## config.mk

```make
export PLATFORM = sky130hd
export DESIGN_NAME = checked_integer_text_parse
export DESIGN_NICKNAME = d
export VERILOG_FILES = /design/src/hdl/cip_pkg.sv /design/src/hdl/cip_front.sv /design/src/hdl/cip_back.sv /design/src/hdl/cip_outq.sv /design/src/hdl/checked_integer_text_parse.sv
export SDC_FILE = /design/constraint.sdc
export NUM_CORES = 1
export LEC_CHECK = 0
export ABC_AREA = 1
export BUFFER_PORTS_ARGS = -buffer_cell sky130_fd_sc_hd__buf_2
export CAP_MARGIN = 15
export CORE_UTILIZATION = 30
export CTS_CLUSTER_DIAMETER = 200
export CTS_CLUSTER_SIZE = 20
export DETAILED_ROUTE_END_ITERATION = 8
export PLACE_DENSITY = 0.46
export SLEW_MARGIN = 20
export SYNTH_ARGS = -nofsm -noshare
export SYNTH_HDL_FRONTEND = slang
export SYNTH_SLANG_ARGS = --single-unit
```

## constraint.sdc

```tcl
create_clock -name clk -period 5.42 [get_ports clk]
set_input_delay 0.542 -clock clk [delete_from_list [all_inputs] [get_ports clk]]
set_output_delay 0.542 -clock clk [all_outputs]
set_load 0.05 [all_outputs]
```

## src/hdl/cip_pkg.sv

```systemverilog
// ----------------------------------------------------------------------------
// cip_pkg - shared types and helpers for the checked integer text parser
// Parse mode codes, classified character requests, result record and
// range limits per mode.
// ----------------------------------------------------------------------------
package cip_pkg;

	localparam logic [2:0] MODE_U64_DEC = 3'd0;
	localparam logic [2:0] MODE_U32_DEC = 3'd1;
	localparam logic [2:0] MODE_U32_OCT = 3'd2;
	localparam logic [2:0] MODE_I64_DEC = 3'd3;
	localparam logic [2:0] MODE_I32_DEC = 3'd4;

	localparam int unsigned Q_DEPTH = 2;
	localparam int unsigned Q_AW    = 1;
	localparam int unsigned Q_CW    = 2;

	localparam logic [63:0] LIM_U32     = 64'h0000_0000_FFFF_FFFF;
	localparam logic [63:0] LIM_I64_POS = 64'h7FFF_FFFF_FFFF_FFFF;
	localparam logic [63:0] LIM_I64_NEG = 64'h8000_0000_0000_0000;
	localparam logic [63:0] LIM_I32_POS = 64'd2147483647;
	localparam logic [63:0] LIM_I32_NEG = 64'd2147483648;
	localparam logic [63:0] LIM_U64     = 64'hFFFF_FFFF_FFFF_FFFF;

	typedef enum logic [2:0] {
		KIND_DIGIT = 3'd0,
		KIND_MINUS = 3'd1,
		KIND_PLUS  = 3'd2,
		KIND_BAD   = 3'd3,
		KIND_END   = 3'd4
	} kind_t;

	typedef struct packed {
		kind_t      kind;
		logic [3:0] digit;
		logic [2:0] mode;
	} op_t;

	typedef struct packed {
		logic [63:0] value;
		logic        status;
	} res_t;

	// codes above the last mode fall back to u64 decimal
	function automatic logic [2:0] norm_mode(input logic [2:0] m);
		norm_mode = (m > MODE_I32_DEC) ? MODE_U64_DEC : m;
	endfunction

	function automatic logic is_signed_mode(input logic [2:0] m);
		is_signed_mode = (m == MODE_I64_DEC) || (m == MODE_I32_DEC);
	endfunction

	function automatic logic [63:0] mode_limit(input logic [2:0] m, input logic neg);
		case (m)
			MODE_U32_DEC, MODE_U32_OCT: mode_limit = LIM_U32;
			MODE_I64_DEC:               mode_limit = neg ? LIM_I64_NEG : LIM_I64_POS;
			MODE_I32_DEC:               mode_limit = neg ? LIM_I32_NEG : LIM_I32_POS;
			default:                    mode_limit = LIM_U64;
		endcase
	endfunction

endpackage

```

## src/hdl/cip_front.sv

```systemverilog
// ----------------------------------------------------------------------------
// cip_front - character classifier and request queue
// Classifies each accepted character against the current mode and holds
// the classified requests in a short queue for the accumulator.
// ----------------------------------------------------------------------------
module cip_front import cip_pkg::*; (
	input  logic       clk,
	input  logic       arst_n,
	input  logic [2:0] parse_mode,
	input  logic       push,
	output logic       full,
	input  logic [7:0] char_code,
	input  logic       is_end,
	output logic       op_valid,
	output op_t        op,
	input  logic       op_take
);

	op_t             op_mem_q [Q_DEPTH];
	logic [Q_AW-1:0] wr_ptr_q;
	logic [Q_AW-1:0] rd_ptr_q;
	logic [Q_CW-1:0] count_q;
	op_t             op_in;
	logic [2:0]      mode;
	logic            wr;
	logic            rd;
	logic            is_digit;

	always_comb begin
		mode = norm_mode(parse_mode);
		if (mode == MODE_U32_OCT) begin
			is_digit = char_code inside {[8'h30:8'h37]};
		end else begin
			is_digit = char_code inside {[8'h30:8'h39]};
		end
		op_in.mode  = mode;
		op_in.digit = char_code[3:0];
		if (is_end) begin
			op_in.kind = KIND_END;
		end else if (is_digit) begin
			op_in.kind = KIND_DIGIT;
		end else if (char_code == 8'h2D && is_signed_mode(mode)) begin
			op_in.kind = KIND_MINUS;
		end else if (char_code == 8'h2B && mode == MODE_I32_DEC) begin
			op_in.kind = KIND_PLUS;
		end else begin
			op_in.kind = KIND_BAD;
		end
	end

	assign full     = (count_q == Q_CW'(Q_DEPTH));
	assign op_valid = (count_q != '0);
	assign op       = op_mem_q[rd_ptr_q];
	assign wr       = push && !full;
	assign rd       = op_take && op_valid;

	always_ff @(posedge clk) begin
		if (wr) begin
			op_mem_q[wr_ptr_q] <= op_in;
		end
	end

	always_ff @(posedge clk or negedge arst_n) begin
		if (!arst_n) begin
			wr_ptr_q <= '0;
			rd_ptr_q <= '0;
			count_q  <= '0;
		end else begin
			if (wr) begin
				wr_ptr_q <= wr_ptr_q + 1'b1;
			end
			if (rd) begin
				rd_ptr_q <= rd_ptr_q + 1'b1;
			end
			if (wr && !rd) begin
				count_q <= count_q + 1'b1;
			end else if (rd && !wr) begin
				count_q <= count_q - 1'b1;
			end
		end
	end

endmodule

```

## src/hdl/cip_back.sv

```systemverilog
// ----------------------------------------------------------------------------
// cip_back - magnitude accumulator and range check
// Builds the magnitude one digit per cycle with an overflow check and
// forms the value and status on the end request.
// ----------------------------------------------------------------------------
module cip_back import cip_pkg::*; (
	input  logic clk,
	input  logic arst_n,
	input  logic op_valid,
	input  op_t  op,
	output logic op_take,
	input  logic res_full,
	output logic res_valid,
	output res_t res
);

	logic [63:0] mag_q;
	logic        neg_q;
	logic        saw_char_q;
	logic        saw_digit_q;
	logic        failed_q;

	logic [63:0] lim;
	logic [67:0] mag_ext;
	logic [67:0] mag_next;
	logic        ovf;
	logic        bad;
	logic        is_end_op;

	assign is_end_op = (op.kind == KIND_END);
	assign op_take   = op_valid && (!is_end_op || !res_full);
	assign res_valid = op_take && is_end_op;

	always_comb begin
		lim     = mode_limit(op.mode, neg_q);
		mag_ext = {4'b0, mag_q};
		// times eight or times ten by shift and add
		if (op.mode == MODE_U32_OCT) begin
			mag_next = (mag_ext << 3) + {64'b0, op.digit};
		end else begin
			mag_next = (mag_ext << 3) + (mag_ext << 1) + {64'b0, op.digit};
		end
		ovf = mag_next > {4'b0, lim};

		bad = failed_q || !saw_digit_q || (neg_q && !is_signed_mode(op.mode))
			|| (mag_q > lim);
		res.status = bad;
		if (bad) begin
			res.value = '0;
		end else if (neg_q) begin
			res.value = ~mag_q + 64'd1;
		end else begin
			res.value = mag_q;
		end
	end

	always_ff @(posedge clk or negedge arst_n) begin
		if (!arst_n) begin
			mag_q       <= '0;
			neg_q       <= 1'b0;
			saw_char_q  <= 1'b0;
			saw_digit_q <= 1'b0;
			failed_q    <= 1'b0;
		end else if (op_take) begin
			if (is_end_op) begin
				mag_q       <= '0;
				neg_q       <= 1'b0;
				saw_char_q  <= 1'b0;
				saw_digit_q <= 1'b0;
				failed_q    <= 1'b0;
			end else begin
				saw_char_q <= 1'b1;
				if (!failed_q) begin
					case (op.kind)
						KIND_DIGIT: begin
							if (ovf) begin
								failed_q <= 1'b1;
							end else begin
								mag_q       <= mag_next[63:0];
								saw_digit_q <= 1'b1;
							end
						end
						KIND_MINUS: begin
							if (saw_char_q) begin
								failed_q <= 1'b1;
							end else begin
								neg_q <= 1'b1;
							end
						end
						KIND_PLUS: begin
							if (saw_char_q) begin
								failed_q <= 1'b1;
							end
						end
						default: begin
							failed_q <= 1'b1;
						end
					endcase
				end
			end
		end
	end

endmodule

```

## src/hdl/cip_outq.sv

```systemverilog
// ----------------------------------------------------------------------------
// cip_outq - result queue
// Two-entry queue of finished results toward the consumer.
// ----------------------------------------------------------------------------
module cip_outq import cip_pkg::*; (
	input  logic        clk,
	input  logic        arst_n,
	input  logic        res_valid,
	input  res_t        res,
	output logic        res_full,
	output logic        empty,
	input  logic        pop,
	output logic [63:0] value,
	output logic        status
);

	res_t            res_mem_q [Q_DEPTH];
	logic [Q_AW-1:0] wr_ptr_q;
	logic [Q_AW-1:0] rd_ptr_q;
	logic [Q_CW-1:0] count_q;
	logic            wr;
	logic            rd;

	assign res_full = (count_q == Q_CW'(Q_DEPTH));
	assign empty    = (count_q == '0);
	assign wr       = res_valid && !res_full;
	assign rd       = pop && !empty;
	assign value    = res_mem_q[rd_ptr_q].value;
	assign status   = res_mem_q[rd_ptr_q].status;

	always_ff @(posedge clk) begin
		if (wr) begin
			res_mem_q[wr_ptr_q] <= res;
		end
	end

	always_ff @(posedge clk or negedge arst_n) begin
		if (!arst_n) begin
			wr_ptr_q <= '0;
			rd_ptr_q <= '0;
			count_q  <= '0;
		end else begin
			if (wr) begin
				wr_ptr_q <= wr_ptr_q + 1'b1;
			end
			if (rd) begin
				rd_ptr_q <= rd_ptr_q + 1'b1;
			end
			if (wr && !rd) begin
				count_q <= count_q + 1'b1;
			end else if (rd && !wr) begin
				count_q <= count_q - 1'b1;
			end
		end
	end

endmodule

```

## src/hdl/checked_integer_text_parse.sv

```systemverilog
// ----------------------------------------------------------------------------
// checked_integer_text_parse - checked integer text parser
// Parses one text field, a character per request, into a 64-bit value
// with a status flag, in the number format selected by parse_mode.
// ----------------------------------------------------------------------------
// Usage:
//   Input queue: drive char_code/is_end and raise push; the request is taken
//   on a clock edge with push high and full low. Send the characters of a
//   field, then one request with is_end set.
//   Result queue: while empty is low, value/status hold the oldest result;
//   pop on a clock edge with empty low takes it. Only end requests make a
//   result; status 1 means bad character, empty field, lone sign or range.
//   Throughput: one request per cycle while full is low; the accumulator's
//   multiply-by-base, add and limit compare are combinational. Path: an end
//   request waits in the request queue, its result is registered in the result queue.
//   Stall: with pop held low the two-entry result queue fills, then the
//   two-entry request queue, then full rises.
//   parse_mode_wr_en/_wr_data: write parse_mode only while idle (not enforced).
//   Reset: clears both queues, the field state and parse_mode (u64 decimal).
// ----------------------------------------------------------------------------
module checked_integer_text_parse import cip_pkg::*; (
	input  logic        clk,
	input  logic        arst_n,
	input  logic        parse_mode_wr_en,
	input  logic [2:0]  parse_mode_wr_data,
	input  logic        push,
	output logic        full,
	input  logic [7:0]  char_code,
	input  logic        is_end,
	output logic        empty,
	input  logic        pop,
	output logic [63:0] value,
	output logic        status
);

	logic [2:0] parse_mode_q;
	logic       op_valid;
	op_t        op;
	logic       op_take;
	logic       res_full;
	logic       res_valid;
	res_t       res;

	always_ff @(posedge clk or negedge arst_n) begin
		if (!arst_n) begin
			parse_mode_q <= MODE_U64_DEC;
		end else if (parse_mode_wr_en) begin
			parse_mode_q <= parse_mode_wr_data;
		end
	end

	cip_front u_front (
		.clk        (clk),
		.arst_n     (arst_n),
		.parse_mode (parse_mode_q),
		.push       (push),
		.full       (full),
		.char_code  (char_code),
		.is_end     (is_end),
		.op_valid   (op_valid),
		.op         (op),
		.op_take    (op_take)
	);

	cip_back u_back (
		.clk       (clk),
		.arst_n    (arst_n),
		.op_valid  (op_valid),
		.op        (op),
		.op_take   (op_take),
		.res_full  (res_full),
		.res_valid (res_valid),
		.res       (res)
	);

	cip_outq u_outq (
		.clk       (clk),
		.arst_n    (arst_n),
		.res_valid (res_valid),
		.res       (res),
		.res_full  (res_full),
		.empty     (empty),
		.pop       (pop),
		.value     (value),
		.status    (status)
	);

`ifndef SYNTHESIS
	a_err_value_zero: assert property (@(posedge clk) disable iff (!arst_n)
		!empty && status |-> value == 64'd0)
		else $error("failed parse shows a nonzero value");

	a_end_has_space: assert property (@(posedge clk) disable iff (!arst_n)
		res_valid |-> !res_full)
		else $error("end request retired into a full result queue");

	a_accept_queued: assert property (@(posedge clk) disable iff (!arst_n)
		push && !full |=> op_valid)
		else $error("accepted request missing from request queue");
`endif

endmodule
```

==> results.cfg, run 1 <==
[timing]
drv_slew = 0
worst_slew_pin_slew_ns = 0.8947
fmax_ghz = 0.1984
fin_hold_ws_ns = 0.04296
final_hold_viol_count = 0
fin_skew_ns = 0.04625
period_needed_ns = 5.041
setup_viol = 0
period_share = 0.9300
slew_headroom = 0.4013
fin_ws_ns = 0.3795

[setup_path]
cpPeakStageDelay_ns = 0.48
worstPathRequired_ns = 5.84
critPathMaxFanout = 24
rr_startpoint = u_back.mag_q[35]
cp.arrival_ns = 5.46
crit_slowest_cell = dfrtp_1
critPathKind = reg2reg
cp_common_cell = nand2_1
cp_num_buf_inv = 6
cp_top_family = simple AND/OR/NAND/NOR gates
startpoint_type = flop
crit_path_end_kind = flop
crit_start = u_back.mag_q[35]

[run_status]
status = completed

[floorplan]
die_x_um = 273.1
start_util = 0.3028
die_height_um = 273.1
dieArea_mm2 = 0.07460
io_pins = 84
core_mm2 = 0.07283
rows = 99

[synth]
netlist_instances = 3189
netlist_top_cells_area = edfxtp_1 20%, nand2_1 17%, ha_1 15%, dfrtp_1 9.0%, nor2_1 6.3%
ys_warn_count = 0
yosys.area.top_type = edfxtp_1
synth_flop_cell = edfxtp_1
async_reset_ff_frac = 0.3450
synth.most_common_cell = nand2_1
synth_fp_nets = 3468
synth.distinct_cells = 61
synth-edff-count = 150
yosysTopAreaCellShare = 0.2042
synth.top_cells.by_count = 980 x nand2_1, 371 x nor2_1, 353 x inv_1
syn_avg_cell_area_um2 = 6.916
synth_seq_area_share = 0.2939
synth_area_mm2 = 0.02205
ys_ff_latch = 229

[global_route]
grt.total_usage = 0.2037
gr-total-overflow = 0
grt_max_degree = 67
grt_pass1_vias = 20210
grt_pass1_wl_mm = 117.7
antenna_found_initial = 0

[placement]
dp_worst_setup_slack_ns = 0.06755
gp_routability_congestion = 0.9430
place_inst = 4279
dpl.hpwl_mm = 61.62
port_buffers = 83

[routing]
vias = 21040
route.antenna.remaining_nets = 0
wirelength_mm = 77.05
drt_first_iter_violations = 1517
drc = 0
drt_first_pass_iters = 6
viasPerCell = 4.877
wire_per_inst_um = 17.86

[power_and_ir_drop]
leakagePower_nw = 12.27
power.total_mw = 14.81
cellPowerDensity_mw_per_mm2 = 584.9
ir_worst_vdd_mv = 0.3415
pwr-share-clk = 0.084
p_comb_frac = 0.739
p_switching_mw = 8.382
switching_share = 0.5660
pwr-share-seq = 0.177
p_int_mw = 6.428

[cts]
cts_root_buf = clkbuf_16
clkSinkCount = 229
postCtsHoldBufs = 0
numCtsBuffers = 15
path_clk_slew_ns = 0.10
cts_max_path_buffers = 3
clkLatencyLatePin_ns = 0.55
tritoncts = yes
htreeDepth = 1

[layout]
nets = 3625
area_delta_synth_final_pct = 14.80
final_cells = 4314
layout-drive-gt1-share = 0.1189
diodes = 0

[min_path]
hold_path.class = in2async

[job]
max_cap_violations = 0
## repair_timing
item / in CTS / in global routing
gates resized for setup: 0 / 97
setup buffers: 0 / 7
endpoints found under the setup margin: 0 / 66
## final cells by class
type                       count  area (um2)
clock inverter                 3       47.55
sequential                   229        6486
tap                          959        1200
multi-input combinational   2496       14080
timing repair buffer         236        1709
clock buffer                  23       405.4
inverter                     368        1389
fill                        7966       47520
## worst paths after layout
| path | endpoint | slack [ns] | cells past startpoint |
|---|---|---|---|
| max | u_back.mag_q[50] | 0.38 | 28 |
| min | u_back.mag_q[55] | 0.04 | 1 |
| max reg2reg | u_back.mag_q[50] | 0.38 | 28 |
| min reg2reg | u_back.saw_digit_q | 0.50 | 2 |
| max in group asynchronous | u_back.mag_q[12] | 4.34 | 2 |
| min in group clk | u_front.op_mem_q[0][3] | 0.20 | 1 |
## flip-flops by register name, summed over array words and instances, names as in the netlist
name and flops:
parse_mode_q 3, u_back.failed_q 1, u_back.mag_q 64, u_back.neg_q 1, u_back.saw_char_q 1, u_back.saw_digit_q 1, u_front.count_q 2, u_front.op_mem_q 20
u_front.rd_ptr_q 1, u_front.wr_ptr_q 1, u_outq.count_q 2, u_outq.rd_ptr_q 1, u_outq.res_mem_q 130, u_outq.wr_ptr_q 1
## layout by cell type (no fill, tap or decap), types with 62 or more instances in the layout
cell / netlist / routed
ha_1: 260 / 252
nor3_1: 64 / 62
edfxtp_1: 150 / 150
buf_4: 4 / 144
nor2_1: 371 / 355
nand2_1: 980 / 968
a21oi_1: 170 / 165
xor2_1: 89 / 88
dfrtp_1: 79 / 75
o21ai_1: 57 / 75
inv_1: 353 / 349
o21ai_0: 106 / 85
buf_2: 27 / 82
nand3_1: 131 / 122
## power by group through the flow
stage | sequential [mW] | clock, mW | combinational, mW
after global routing | 2.66 | 1.34 | 12.3
after CTS | 2.61 | 1.28 | 10.7
after global placement | 2.65 | 0 | 10.7
after floorplan | 2.63 | 0 | 7.21
after detailed placement | 2.65 | 0 | 10.6
final | 2.62 | 1.25 | 10.9
## logic make-up after synthesis
group | after synthesis | synth area share
muxes | 2 | 0.0009078
xor gates and xnor gates | 102 | 0.04051
and+or+nand+nor | 1693 | 0.3199
adders and majority gates | 262 | 0.1493
buffers and inverters | 464 | 0.08385
DFF | 229 | 0.2939
AOI/OAI and AO/OA | 437 | 0.1116
## per-layer routing
| metal | vias to the layer above | track usage | part of all wire |
|---|---|---|---|
| li1 | 10830 | - | - |
| met1 | 9650 | 0.3000 | 0.50 |
| met2 | 481 | 0.3137 | 0.43 |
| met3 | 80 | 0.02188 | 0.052 |
| met4 | 0 | 0.05175 | 0.024 |
| met5 | - | 0 | 0 |
## stage by stage
stage | area (um2) | setup TNS, ns | util
final | 25320 | 0 | 0.3476
after global routing | 25320 | -0.06892 | 0.3476
after CTS | 24890 | 0 | 0.3418
after detailed placement | 24440 | 0 | 0.3356
after global placement | 24440 | 0 | 0.3356
after floorplan | 22060 | 0 | -
Power figures use the tool's default switching activity.
==> run 2: changes to the inputs <==
--- a/config.mk
+++ b/config.mk
@@ -16,4 +16,5 @@
 export SLEW_MARGIN = 20
 export SYNTH_ARGS = -nofsm -noshare
 export SYNTH_HDL_FRONTEND = slang
+export SYNTH_HIERARCHICAL = 1
 export SYNTH_SLANG_ARGS = --single-unit
==> run 2 against run 1 <==
- count of clock-buffer cells in the layout increased by 1
- sequential cell count did not move
- cell area rose by 1.4%
- critical path depth rose by 6
- largest power group unchanged
- non-clock buffer count grew 51
- critical path type unchanged
- synthesized area fell by 0.19%
- global-route usage decreased by 0.58 points
- wire length shrank 2.1%
- combinational power is 13% higher
- critical endpoint is now u_back/mag_q[57]
==> results.cfg, run 2 <==
[run_status]
status = completed

[routing]
drc = 0
drt_first_pass_iters = 5
wire_per_inst_um = 17.46
viasPerCell = 4.848
drt_first_iter_violations = 1381
route.antenna.remaining_nets = 0
wirelength_mm = 75.39
vias = 20930

[global_route]
grt_max_degree = 87
antenna_found_initial = 0
gr-total-overflow = 0
grt.total_usage = 0.1979
grt_pass1_wl_mm = 114.8
grt_pass1_vias = 19860

[synth]
syn_avg_cell_area_um2 = 6.975
synth_flop_cell = edfxtp_1
yosysTopAreaCellShare = 0.2046
synth-edff-count = 150
ys_warn_count = 6
synth.top_cells.by_count = 956 x nand2_1, 358 x nor2_1, 345 x inv_1
netlist_top_cells_area = edfxtp_1 20%, nand2_1 16%, ha_1 15%, dfrtp_1 9.0%, nor2_1 6.1%
synth.distinct_cells = 57
synth_area_mm2 = 0.02201
synth_seq_area_share = 0.2944
ys_ff_latch = 229
synth_fp_nets = 3435
yosys.area.top_type = edfxtp_1
synth.most_common_cell = nand2_1
netlist_instances = 3156
async_reset_ff_frac = 0.3450

[min_path]
hold_path.class = in2reg
hold_start = parse_mode_wr_data[1]
min_path_cells = 3
holdPathEnd = parse_mode_q[1]

[timing]
slew_headroom = 0.3991
setup_viol = 0
fin_hold_ws_ns = 0.2161
period_needed_ns = 5.202
fmax_ghz = 0.1922
period_share = 0.9598
drv_slew = 0
fin_skew_ns = 0.03073
final_hold_viol_count = 0
worst_slew_pin_slew_ns = 0.8980

[layout]
top_register = u_outq/res_mem_q
nets = 3637
largest_register_ffs = 130
post-route-cell-area_mm2 = 0.02567
fillers = 7856
final_cell_mix = 938 x nand2_1, 347 x nor2_1, 341 x inv_1
largestRegisters = u_outq/res_mem_q: 130 flops, u_back/mag_q: 64 flops, u_front/op_mem_q: 20 flops
layout-drive-gt1-share = 0.1414
final_common_cell = nand2_1
area_delta_synth_final_pct = 16.61
diodes = 0
final_cells = 4317

[setup_path]
cp.depth = 34
critPathMaxFanout = 7
crit_slowest_cell = dfrtp_1
worstPathRequired_ns = 5.88
crit_path_end_kind = flop
ff2ff_setup_slack_ns = 0.22
worst-r2r-cell-count = 34
critPathKind = reg2reg
rr_startpoint = u_front/rd_ptr_q
cp.arrival_ns = 5.66
cp_num_buf_inv = 7
cpPeakStageDelay_ns = 0.43
cp_top_family = simple AND/OR/NAND/NOR gates
worstReg2RegEnd = u_back/mag_q[57]
startpoint_type = flop
cp_common_cell = nand2_1

[floorplan]
rows = 98
die_x_um = 272.9
core_mm2 = 0.07210
io_pins = 84
dieArea_mm2 = 0.07446
start_util = 0.3053
die_height_um = 272.9

[cts]
cts_root_buf = clkbuf_16
htreeDepth = 1
cts_max_path_buffers = 3
path_clk_slew_ns = 0.11
clkLatencyLatePin_ns = 0.54
tritoncts = yes
clkSinkCount = 229
numCtsBuffers = 15

[placement]
port_buffers = 83
dpl.hpwl_mm = 59.60
dpl_cell_area_mm2 = 0.02467
gp_routability_congestion = 0.8884
place_inst = 4278

[power_and_ir_drop]
leakagePower_nw = 12.42
cellPowerDensity_mw_per_mm2 = 630.7
power.total_mw = 16.19
ir_worst_vdd_mv = 0.5917

[job]
max_cap_violations = 0
[run 2: changes by cell type after synthesis, sizes merged, moves of 15 or more]
| cell | previous run | this run |
|---|---|---|
| nand2 | 983 | 965 |
| nand3 | 132 | 106 |
| a21oi | 170 | 202 |
| o21ai | 169 | 201 |
| buf | 54 | 75 |
| clkbuf | 42 | 27 |
[run 2: logic make-up after synthesis]
logic type | share of synthesized area
compound gates | 0.1197
xor+xnor | 0.04257
fa+ha+maj | 0.1496
buf+inv | 0.08651
flops | 0.2944
mux | 0.001364
simple gates | 0.3058
[run 2: timing repair]
action,CTS,global route
hold buffers,1,0
endpoints found under the setup margin,0,66
endpoints found under the hold margin,25,0
resized for setup,0,125
setup buffers,0,9
[run 2: per-stage QoR]
| stage | utilization | setup TNS (ns) | setup WS, ns |
|---|---|---|---|
| 2_1_floorplan | - | 0 | 0.6262 |
| 5_1_grt | 0.3560 | -0.2345 | -0.01946 |
| 3_5_place_dp | 0.3422 | 0 | 0.07962 |
| 6_report | 0.3560 | 0 | 0.2177 |
| 3_3_place_gp | 0.3422 | 0 | 0.06441 |
| 4_1_cts | 0.3483 | 0 | 0.007948 |
[run 2: tightest hold or removal path, stage by stage]
cell,delay (ns)
buf_2,0.07
nand2_1,0.04
nand2_1,0.05
[run 2: cell type report]
type / instances / area (um2) / area share
flip-flops and latches: 229 / 6485 / 0.2526
multi-input cells: 2467 / 14090 / 0.5489
well taps: 950 / 1189 / 0.04631
clock buffers: 24 / 409.1 / 0.01594
repair buffers: 287 / 2132 / 0.08306
clock inverters: 2 / 20.02 / 0.0007799
inverters: 358 / 1344 / 0.05235
[run 2: power breakdown]
| group | leakage (nW) | switching [mW] | internal [mW] |
|---|---|---|---|
| Clock | 0.206 | 0.647 | 0.532 |
| Combinational | 9.81 | 8.12 | 4.19 |
| Sequential | 2.40 | 0.332 | 2.37 |
[run 2: layer usage]
| layer | wire [um] | GRT usage | vias up |
|---|---|---|---|
| met4 | 1463 | 0.03696 | 0 |
| li1 | - | - | 10830 |
| met1 | 37710 | 0.2884 | 9623 |
| met3 | 2790 | 0.01713 | 67 |
| met5 | 0 | 0 | - |
| met2 | 33430 | 0.3177 | 413 |
[run 2: how the worst max path moves through the flow]
stage / startpoint / to / slack [ns]
CTS: u_front/rd_ptr_q / u_back/mag_q[53] / 0.008
floorplan: u_front/rd_ptr_q / u_outq/res_mem_q[0][0] / 0.63
global placement: u_front/rd_ptr_q / u_back/mag_q[13] / 0.06
global route: u_front/rd_ptr_q / u_back/mag_q[44] / -0.02
detailed placement: u_front/rd_ptr_q / u_back/mag_q[25] / 0.08
finish: u_front/rd_ptr_q / u_back/mag_q[57] / 0.22
